==> src/rsc_pkg.sv <==
`timescale 1ns / 1ps

package rsc_pkg;

	// Stack geometry
	localparam int STACK_DEPTH = 16;
	localparam int IDX_W       = (STACK_DEPTH > 1) ? $clog2(STACK_DEPTH) : 1;
	localparam int CNT_W       = $clog2(STACK_DEPTH + 1);

	typedef enum logic [3:0] {
		CMD_PUSH  = 4'd0,
		CMD_ADD   = 4'd1,
		CMD_SUB   = 4'd2,
		CMD_MUL   = 4'd3,
		CMD_DIV   = 4'd4,
		CMD_NEG   = 4'd5,
		CMD_DUP   = 4'd6,
		CMD_SWAP  = 4'd7,
		CMD_PRINT = 4'd8,
		CMD_CLEAR = 4'd9,
		CMD_PALL  = 4'd10
	} cmd_t;

	typedef enum logic [2:0] {
		ST_OK    = 3'd0,
		ST_PRINT = 3'd1,
		ST_FEW   = 3'd2,
		ST_FULL  = 3'd3,
		ST_DIV0  = 3'd4
	} status_t;

	typedef enum logic [2:0] {
		ALU_ADD = 3'd0,
		ALU_SUB = 3'd1,
		ALU_MUL = 3'd2,
		ALU_DIV = 3'd3,
		ALU_NEG = 3'd4
	} alu_op_t;

	typedef struct packed {
		logic [3:0]         command;
		logic signed [31:0] push_value;
	} in_beat_t;

	typedef struct packed {
		logic [2:0]         status;
		logic signed [31:0] result_value;
		logic               last;
	} out_beat_t;

	typedef struct packed {
		logic    start;
		alu_op_t op;
	} alu_req_t;

	typedef struct packed {
		logic        done;
		logic [31:0] res;
	} alu_rsp_t;

endpackage

==> src/rsc_alu.sv <==
`timescale 1ns / 1ps

module rsc_alu (
	input  logic             clk,
	input  logic             arst_n,
	input  rsc_pkg::alu_req_t req,
	input  logic [31:0]      opa,
	input  logic [31:0]      opb,
	output rsc_pkg::alu_rsp_t rsp
);
	import rsc_pkg::*;

	typedef enum logic [3:0] {
		AS_IDLE = 4'b0001,
		AS_MUL  = 4'b0010,
		AS_DIV  = 4'b0100,
		AS_FIN  = 4'b1000
	} alu_state_t;

	alu_state_t  state_q;
	logic        done_q;
	logic [31:0] res_q;
	logic [63:0] prod_q;
	logic [31:0] rem_q;
	logic [47:0] quo_q;
	logic [31:0] dvsr_q;
	logic        neg_q;
	logic [5:0]  step_q;

	logic [31:0] mag_a, mag_b;
	logic [32:0] sum;
	logic [32:0] rem_sh;
	logic [33:0] diff;
	logic        ge;

	// Apply sign to a magnitude and clamp to the Q16.16 range
	function automatic logic [31:0] smag(input logic [47:0] m, input logic neg);
		logic [31:0] r;
		if (neg) begin
			if (m > 48'h0000_8000_0000) r = 32'h8000_0000;
			else r = 32'(-m[31:0]);
		end else begin
			if (m > 48'h0000_7FFF_FFFF) r = 32'h7FFF_FFFF;
			else r = m[31:0];
		end
		return r;
	endfunction

	function automatic logic [31:0] sat33(input logic [32:0] s);
		logic [31:0] r;
		if (s[32] != s[31]) r = s[32] ? 32'h8000_0000 : 32'h7FFF_FFFF;
		else r = s[31:0];
		return r;
	endfunction

	assign mag_a = opa[31] ? 32'(-opa) : opa;
	assign mag_b = opb[31] ? 32'(-opb) : opb;
	assign sum   = (req.op == ALU_SUB) ? ({opa[31], opa} - {opb[31], opb})
	                                   : ({opa[31], opa} + {opb[31], opb});

	// One restoring division step
	assign rem_sh = {rem_q, quo_q[47]};
	assign diff   = {1'b0, rem_sh} - {2'b00, dvsr_q};
	assign ge     = ~diff[33];

	always_ff @(posedge clk or negedge arst_n) begin
		if (!arst_n) begin
			state_q <= AS_IDLE;
			done_q  <= 1'b0;
			step_q  <= '0;
		end else begin
			done_q <= 1'b0;
			case (state_q)
				AS_IDLE: begin
					if (req.start) begin
						case (req.op)
							ALU_MUL: state_q <= AS_MUL;
							ALU_DIV: begin
								state_q <= AS_DIV;
								step_q  <= '0;
							end
							default: done_q <= 1'b1;
						endcase
					end
				end
				AS_MUL: begin
					state_q <= AS_IDLE;
					done_q  <= 1'b1;
				end
				AS_DIV: begin
					step_q <= step_q + 6'd1;
					if (step_q == 6'd47) state_q <= AS_FIN;
				end
				AS_FIN: begin
					state_q <= AS_IDLE;
					done_q  <= 1'b1;
				end
				default: state_q <= AS_IDLE;
			endcase
		end
	end

	always_ff @(posedge clk) begin
		case (state_q)
			AS_IDLE: begin
				if (req.start) begin
					neg_q  <= opa[31] ^ opb[31];
					prod_q <= mag_a * mag_b;
					rem_q  <= '0;
					quo_q  <= {mag_a, 16'h0000};
					dvsr_q <= mag_b;
					case (req.op)
						// Negate works on the top entry, which arrives on opb
						ALU_NEG: res_q <= (opb == 32'h8000_0000) ? 32'h7FFF_FFFF : 32'(-opb);
						default: res_q <= sat33(sum);
					endcase
				end
			end
			AS_MUL:  res_q <= smag(prod_q[63:16], neg_q);
			AS_DIV: begin
				rem_q <= ge ? diff[31:0] : rem_sh[31:0];
				quo_q <= {quo_q[46:0], ge};
			end
			AS_FIN:  res_q <= smag(quo_q, neg_q);
			default: res_q <= res_q;
		endcase
	end

	assign rsp.done = done_q;
	assign rsp.res  = res_q;

endmodule

==> src/rpn_stack_calculator_top.sv <==
`timescale 1ns / 1ps

// RPN stack calculator on signed Q16.16 values.
// Input channel (in_valid/in_ready/in_data): one beat per command: push,
// add, sub, mul, div, negate, dup, swap, print, clear or print all. The
// second entry is the left operand, the top entry the right one.
// Output channel (out_valid/out_ready/out_data): one beat per command with
// status and new top of stack, or one beat per entry for print all, top
// first; last marks the final beat. Codes 11 to 15 give no beat.
// Timing: one command is in flight at a time; in_ready is high only while
// the sequencer idles. Divide runs 48 restoring steps in the shared
// arithmetic unit. Print all reads and sends one entry at a time, a read
// state and then an output state per entry, holding while output stalls.
// The output register decouples the sides: a new command is taken while
// the previous beat still waits; a stalled receiver holds the sequencer
// only when it must hand over its next beat.
// Reset clears the entry count and control state; stack entries hold
// garbage until written, and their values are never used before that.

module rpn_stack_calculator_top (
	input  logic               clk,
	input  logic               arst_n,
	input  logic               in_valid,
	output logic               in_ready,
	input  rsc_pkg::in_beat_t  in_data,
	output logic               out_valid,
	input  logic               out_ready,
	output rsc_pkg::out_beat_t out_data
);
	import rsc_pkg::*;

	typedef enum logic [6:0] {
		S_IDLE   = 7'b0000001,
		S_EXEC   = 7'b0000010,
		S_ALU    = 7'b0000100,
		S_SWAP   = 7'b0001000,
		S_RESP   = 7'b0010000,
		S_PA_RD  = 7'b0100000,
		S_PA_OUT = 7'b1000000
	} state_t;

	state_t           state_q;
	logic [3:0]       cmd_q;
	logic [31:0]      pv_q;
	logic [CNT_W-1:0] count_q;
	logic [IDX_W-1:0] pa_idx_q;
	logic [2:0]       rsp_status_q;
	logic [31:0]      rsp_value_q;
	logic             out_valid_q;
	out_beat_t        out_q;

	// Stack memory with registered reads
	logic [31:0]      stack_mem_q [STACK_DEPTH];
	logic [31:0]      rd_top_q;
	logic [31:0]      rd_sec_q;

	logic [CNT_W-1:0] cnt_m1, cnt_m2;
	logic [IDX_W-1:0] top_idx, sec_idx, push_idx, rd_addr;
	logic             rd_en;
	logic             wr_en;
	logic [IDX_W-1:0] wr_addr;
	logic [31:0]      wr_data;
	logic             empty, full, few2;
	logic [31:0]      top_or_zero;
	logic             out_free;
	logic             out_load;
	alu_req_t         alu_req;
	alu_rsp_t         alu_rsp;

	assign cnt_m1      = count_q - CNT_W'(1);
	assign cnt_m2      = count_q - CNT_W'(2);
	assign top_idx     = cnt_m1[IDX_W-1:0];
	assign sec_idx     = cnt_m2[IDX_W-1:0];
	assign push_idx    = count_q[IDX_W-1:0];
	assign empty       = (count_q == '0);
	assign full        = (count_q >= CNT_W'(STACK_DEPTH));
	assign few2        = (count_q < CNT_W'(2));
	assign top_or_zero = empty ? 32'h0 : rd_top_q;

	assign in_ready = (state_q == S_IDLE);
	assign out_free = ~out_valid_q | out_ready;
	assign out_load = ((state_q == S_RESP) || (state_q == S_PA_OUT)) && out_free;

	// Read on command entry, and once per entry while walking print all
	assign rd_en   = (in_valid && in_ready) || (state_q == S_PA_RD);
	assign rd_addr = (state_q == S_PA_RD) ? pa_idx_q : top_idx;

	rsc_alu u_alu (
		.clk    (clk),
		.arst_n (arst_n),
		.req    (alu_req),
		.opa    (rd_sec_q),
		.opb    (rd_top_q),
		.rsp    (alu_rsp)
	);

	// Operation start for the shared arithmetic unit
	always_comb begin
		alu_req.start = 1'b0;
		alu_req.op    = ALU_ADD;
		if (state_q == S_EXEC) begin
			case (cmd_q)
				CMD_ADD: alu_req.start = ~few2;
				CMD_SUB: begin
					alu_req.start = ~few2;
					alu_req.op    = ALU_SUB;
				end
				CMD_MUL: begin
					alu_req.start = ~few2;
					alu_req.op    = ALU_MUL;
				end
				CMD_DIV: begin
					alu_req.start = ~few2 && (rd_top_q != 32'h0);
					alu_req.op    = ALU_DIV;
				end
				CMD_NEG: begin
					alu_req.start = ~empty;
					alu_req.op    = ALU_NEG;
				end
				default: alu_req.start = 1'b0;
			endcase
		end
	end

	// Stack write port
	always_comb begin
		wr_en   = 1'b0;
		wr_addr = push_idx;
		wr_data = pv_q;
		case (state_q)
			S_EXEC: begin
				case (cmd_q)
					CMD_PUSH: wr_en = ~full;
					CMD_DUP: begin
						wr_en   = ~full && ~empty;
						wr_data = rd_top_q;
					end
					CMD_SWAP: begin
						wr_en   = ~few2;
						wr_addr = top_idx;
						wr_data = rd_sec_q;
					end
					default: wr_en = 1'b0;
				endcase
			end
			S_ALU: begin
				wr_en   = alu_rsp.done;
				wr_addr = (cmd_q == CMD_NEG) ? top_idx : sec_idx;
				wr_data = alu_rsp.res;
			end
			S_SWAP: begin
				wr_en   = 1'b1;
				wr_addr = sec_idx;
				wr_data = rd_top_q;
			end
			default: wr_en = 1'b0;
		endcase
	end

	always_ff @(posedge clk) begin
		if (wr_en) stack_mem_q[wr_addr] <= wr_data;
		if (rd_en) begin
			rd_top_q <= stack_mem_q[rd_addr];
			rd_sec_q <= stack_mem_q[sec_idx];
		end
	end

	// Command latch and response payload
	always_ff @(posedge clk) begin
		if (in_valid && in_ready) begin
			cmd_q <= in_data.command;
			pv_q  <= in_data.push_value;
		end
		if (out_load) begin
			if (state_q == S_PA_OUT) begin
				out_q.status       <= ST_PRINT;
				out_q.result_value <= rd_top_q;
				out_q.last         <= (pa_idx_q == '0);
			end else begin
				out_q.status       <= rsp_status_q;
				out_q.result_value <= rsp_value_q;
				out_q.last         <= 1'b1;
			end
		end
		case (state_q)
			S_EXEC: begin
				rsp_status_q <= ST_FEW;
				rsp_value_q  <= top_or_zero;
				pa_idx_q     <= top_idx;
				case (cmd_q)
					CMD_PUSH: begin
						if (full) begin
							rsp_status_q <= ST_FULL;
						end else begin
							rsp_status_q <= ST_OK;
							rsp_value_q  <= pv_q;
						end
					end
					CMD_DUP: begin
						if (!empty) rsp_status_q <= full ? ST_FULL : ST_OK;
					end
					CMD_DIV: begin
						if (!few2 && rd_top_q == 32'h0) rsp_status_q <= ST_DIV0;
					end
					CMD_SWAP: begin
						rsp_status_q <= few2 ? ST_FEW : ST_OK;
						if (!few2) rsp_value_q <= rd_sec_q;
					end
					CMD_PRINT: begin
						if (!empty) rsp_status_q <= ST_PRINT;
					end
					CMD_CLEAR: begin
						rsp_status_q <= ST_OK;
						rsp_value_q  <= 32'h0;
					end
					default: rsp_status_q <= ST_FEW;
				endcase
			end
			S_ALU: begin
				if (alu_rsp.done) begin
					rsp_status_q <= ST_OK;
					rsp_value_q  <= alu_rsp.res;
				end
			end
			S_PA_OUT: begin
				if (out_free) pa_idx_q <= pa_idx_q - IDX_W'(1);
			end
			default: rsp_status_q <= rsp_status_q;
		endcase
	end

	// Sequencer, entry count and output valid
	always_ff @(posedge clk or negedge arst_n) begin
		if (!arst_n) begin
			state_q     <= S_IDLE;
			count_q     <= '0;
			out_valid_q <= 1'b0;
		end else begin
			if (out_load) out_valid_q <= 1'b1;
			else if (out_ready) out_valid_q <= 1'b0;

			case (state_q)
				S_IDLE: begin
					if (in_valid) state_q <= S_EXEC;
				end
				S_EXEC: begin
					state_q <= S_RESP;
					case (cmd_q)
						CMD_PUSH: if (!full) count_q <= count_q + CNT_W'(1);
						CMD_DUP:  if (!full && !empty) count_q <= count_q + CNT_W'(1);
						CMD_ADD, CMD_SUB, CMD_MUL: if (!few2) state_q <= S_ALU;
						CMD_DIV:  if (!few2 && rd_top_q != 32'h0) state_q <= S_ALU;
						CMD_NEG:  if (!empty) state_q <= S_ALU;
						CMD_SWAP: if (!few2) state_q <= S_SWAP;
						CMD_PRINT: state_q <= S_RESP;
						CMD_CLEAR: count_q <= '0;
						CMD_PALL: if (!empty) state_q <= S_PA_RD;
						default:  state_q <= S_IDLE;
					endcase
				end
				S_ALU: begin
					if (alu_rsp.done) begin
						state_q <= S_RESP;
						if (cmd_q != CMD_NEG) count_q <= cnt_m1;
					end
				end
				S_SWAP:  state_q <= S_RESP;
				S_RESP: begin
					if (out_free) state_q <= S_IDLE;
				end
				S_PA_RD: state_q <= S_PA_OUT;
				S_PA_OUT: begin
					// Advance to the next lower entry, drop out after the bottom one
					if (out_free) state_q <= (pa_idx_q == '0) ? S_IDLE : S_PA_RD;
				end
				default: state_q <= S_IDLE;
			endcase
		end
	end

	assign out_valid = out_valid_q;
	assign out_data  = out_q;

endmodule

==> config.mk <==
export PLATFORM = sky130hd
export DESIGN_NAME = rpn_stack_calculator_top
export DESIGN_NICKNAME = d
export VERILOG_FILES = /design/src/rsc_pkg.sv /design/src/rsc_alu.sv /design/src/rpn_stack_calculator_top.sv
export SDC_FILE = /design/constraint.sdc
export NUM_CORES = 2
export LEC_CHECK = 0
export ABC_AREA = 1
export ABC_CLOCK_PERIOD_IN_PS = 8500
export BUFFER_PORTS_ARGS = -buffer_cell sky130_fd_sc_hd__buf_2
export CAP_MARGIN = 20
export CORE_ASPECT_RATIO = 0.5
export CORE_MARGIN = 3
export CORE_UTILIZATION = 40
export DETAILED_ROUTE_END_ITERATION = 8
export GPL_TIMING_DRIVEN = 1
export PLACE_DENSITY = 0.59
export SYNTH_ARGS = -nofsm -noshare
export SYNTH_HDL_FRONTEND = slang
export SYNTH_HIERARCHICAL = 1
export SYNTH_SLANG_ARGS = --single-unit
==> constraint.sdc <==
create_clock -name clk -period 8.5 [get_ports clk]
set_input_delay 1.7 -clock clk [delete_from_list [all_inputs] [get_ports clk]]
set_output_delay 1.7 -clock clk [all_outputs]
set_load 0.01 [all_outputs]
==> key figures <==
Clock network
  – Htree depth: 3
  – CTS Buf Count: 92
  – Worst skew pair latency: 740 ps
  – Root buf cell: clkbuf_16
  – CTS Sinks: 904
  – CTS tree: done
  – Maximum root-to-sink buffer count: 3
  – Post-CTS Hold Buffers: 0
  – Clock transition at path regs: 60 ps

Global route
  – Total GRT Usage: 30.52%
  – Largest net degree at the start of global routing: 223
  – Vias in the first global route: 74611
  – Initial antenna violation count: 13
  – First-pass GRT wire length: 498900 µm
  – Total grt overflow: 0

Logic synthesis
  – Mapped cell area: 86090 µm²
  – Top cells by area, synth: edfxtp_1 (31%), fa_1 (21%), nand2_1 (8.9%), inv_1 (8.6%), nand3_1 (6.1%)
  – Share of the synthesized area in the top cell type: 30.69%
  – Syn Inst Count: 10495
  – Synthesized-area fraction occupied by adder cells: 25.74%
  – XOR/XNOR Fraction of Synth Area: 1.484%
  – Post-synthesis mux area share: 0%
  – Compound-Gate Fraction of Synth Area: 9.043%
  – Commonest cells in the netlist: nand2_1 (2032), inv_1 (1969), nand3_1 (1042), nor2_1 (975), fa_1 (897)
  – Main combinational cell family by area after synthesis: adder cells
  – Most common flop cell mapped by yosys: edfxtp_1
  – Async SR Flop Fraction: 2.655%
  – Post-synth top area cell: edfxtp_1
  – #FFs+latches synth: 904
  – EDFF count, synth: 880
  – Synth Area in Simple Gates: 20.97%
  – Syn_area_per_cell: 8.203 µm²
  – Synth unique cells: 71
  – Most frequent cell after synthesis: nand2_1
  – Seq/Total Area, Yosys: 31.40%
  – Synthesized Nets: 11768
  – Warnings from Yosys: 6

Timing
  – Max-slew violation count: 0
  – Fin crit period: 8418 ps
  – Worst-Margin Slew: 1233 ps
  – Slew HR: 17.82%
  – RSZ-0062 raised after global routing: yes
  – Clock skew: 51.05 ps
  – F_max: 0.1188 GHz
  – Hold Vio Cnt, Final: 0
  – Period utilization: 99.04%
  – Final setup viols: 0

Place
  – DP Cell Count: 13777
  – Dpl hpwl: 259700 µm
  – PortBufs: 77
  – RePlAce Congestion: 1.053

Detailed routing
  – WL final: 343200 µm
  – Wire length per cell: 24.50 µm
  – Drt first-iter violations: 9168
  – Routed Antenna Nets: 0
  – Drt via density: 5.493
  – DRC: 0
  – Via count: 76951
  – First drt pass iteration count: 6

Die
  – Die H: 334.0 µm
  – Row cnt: 119
  – Die area: 221200 µm²
  – Die W: 662.1 µm
  – # IOs: 78
  – Initial Util: 40.58%
  – Area of the core: 212200 µm²

Setup path
  – Most common cell on crit path: fa_1
  – Critical Path Source Type: flop
  – Worst-path fanout max: 4
  – Worst r2r src: rd_sec_q[2]
  – Critical path's slowest cell: fa_2
  – Crit. End Element: flop
  – Worst path max stage delay: 660 ps
  – Critical Path RT: 8950 ps
  – Worst Setup SP: rd_sec_q[2]
  – Crit Path Class: reg -> reg
  – Worst EP arrival: 8870 ps

Flow run
  – Max-cap violations: 0

Min path
  – Hold path start: u_alu/step_q[4]
  – Hold WC Path Type: reg -> reg

Finish
  – Post-Layout Cell Count: 14008
  – Area growth from synthesis to layout: 17.47%
  – Final nets: 12357
  – Fraction of layout cells with a size suffix above 1: 14.85%

Outcome
  – Status: completed
[final timing paths]
kind                                         end  slack, ps  cells past startpoint
min in group asynchronous             state_q[5]       1030                      1
worst min-delay path             u_alu/step_q[4]        520                      1
worst max register to register  u_alu/prod_q[40]         80                     36
worst max-delay path            u_alu/prod_q[40]         80                     36
worst min register to register   u_alu/step_q[4]        520                      1
max in group asynchronous             count_q[0]       6900                      1
[cell families (layout without fill, tap and decap cells)]
family	after synthesis	after routing
other	0	2
DFF	904	904
adders and majority gates	1233	1233
AOI/OAI and AO/OA	1418	1418
xor gates and xnor gates	145	145
and+or+nand+nor	4280	4280
buffers and inverters	2515	3183
[placed cells by master (no fill, tap or decap), types with 64 or more instances in the layout]
| cell type | synthesis | routed |
|---|---|---|
| nand2_1 | 2032 | 1989 |
| inv_1 | 1969 | 1933 |
| nand3_1 | 1042 | 1037 |
| edfxtp_1 | 880 | 880 |
| nor2_1 | 975 | 870 |
| fa_1 | 897 | 860 |
| buf_4 | 21 | 770 |
| o21ai_0 | 615 | 575 |
| a21oi_1 | 530 | 492 |
| ha_1 | 336 | 306 |
| buf_12 | 1 | 97 |
| clkbuf_16 | 0 | 94 |
| xor2_1 | 100 | 86 |
| buf_2 | 176 | 77 |
| inv_2 | 50 | 74 |
| nor2_2 | 13 | 71 |
| nor2_4 | 17 | 64 |
[layout make-up]
cell class	instances	area, µm²
repair buffers	978	8528
diodes	2	5.005
multi-input cells	7076	51310
clock buffers	107	2359
clock inverters	66	653.1
well taps	2843	3557
flip-flops and latches	904	27040
inverters	2032	7679
fillers	20598	111000
[flip-flops by register name, summed over array words and instances, names as in the netlist]
signal and cells:
u_alu/done_q 1, u_alu/neg_q 1, rd_top_q 32, u_alu/prod_q 48, u_alu/res_q 32, u_alu/rem_q 32
state_q 7, cmd_q 4, pv_q 32, out_data 36, count_q 5, out_valid 1
u_alu/state_q 4, u_alu/step_q 6, u_alu/quo_q 48, u_alu/dvsr_q 32, stack_mem_q 512, rd_sec_q 32
rsp_value_q 32, pa_idx_q 4, rsp_status_q 3
[critical path, delay by kind of cell, from the launching register on]
kind	cells	cell delay, ps
AO/OA/AOI/OAI	2	560
adder cells (fa/ha/maj)	9	4530
XOR/XNOR	2	280
buffers and inverters	14	1310
AND/OR/NAND/NOR	9	1010
flip-flops	1	410
[layer usage]
| layer | track usage [%] | share of wire (%) | vias up |
|---|---|---|---|
| met3 | 6.002 | 10 | 765 |
| met4 | 12.07 | 4.8 | 14 |
| met1 | 41.81 | 41 | 37769 |
| li1 | - | - | 34547 |
| met5 | 0 | 0.027 | - |
| met2 | 47.65 | 44 | 3856 |
[what timing repair did]
item                       CTS  global route
gates cloned                 0             2
setup endpoints to repair   38            43
pin swaps                    3            96
buffers inserted             2            49
resized for setup           58           414
hold endpoints to repair     0             0
[stage by stage]
| step | util, % | area (µm²) | TNS (ps) | hold WS [ps] | setup slack [ps] |
|---|---|---|---|---|---|
| floorplan | - | 86090 | 0 | 478.5 | 275.8 |
| global placement | 45.16 | 95810 | -5301 | 498.6 | -259.4 |
| detailed placement | 45.16 | 95810 | -4235 | 506.4 | -243.9 |
| CTS | 46.68 | 99040 | -24.58 | 520.9 | -24.58 |
| global route | 47.66 | 101100 | -2452 | 546.4 | -164.4 |
| finish | 47.66 | 101100 | 0 | 521.7 | 81.52 |
Power is left out: the tool's default activity adds up to more than one toggle a clock period on the data nets, which glitch-free logic cannot reach.
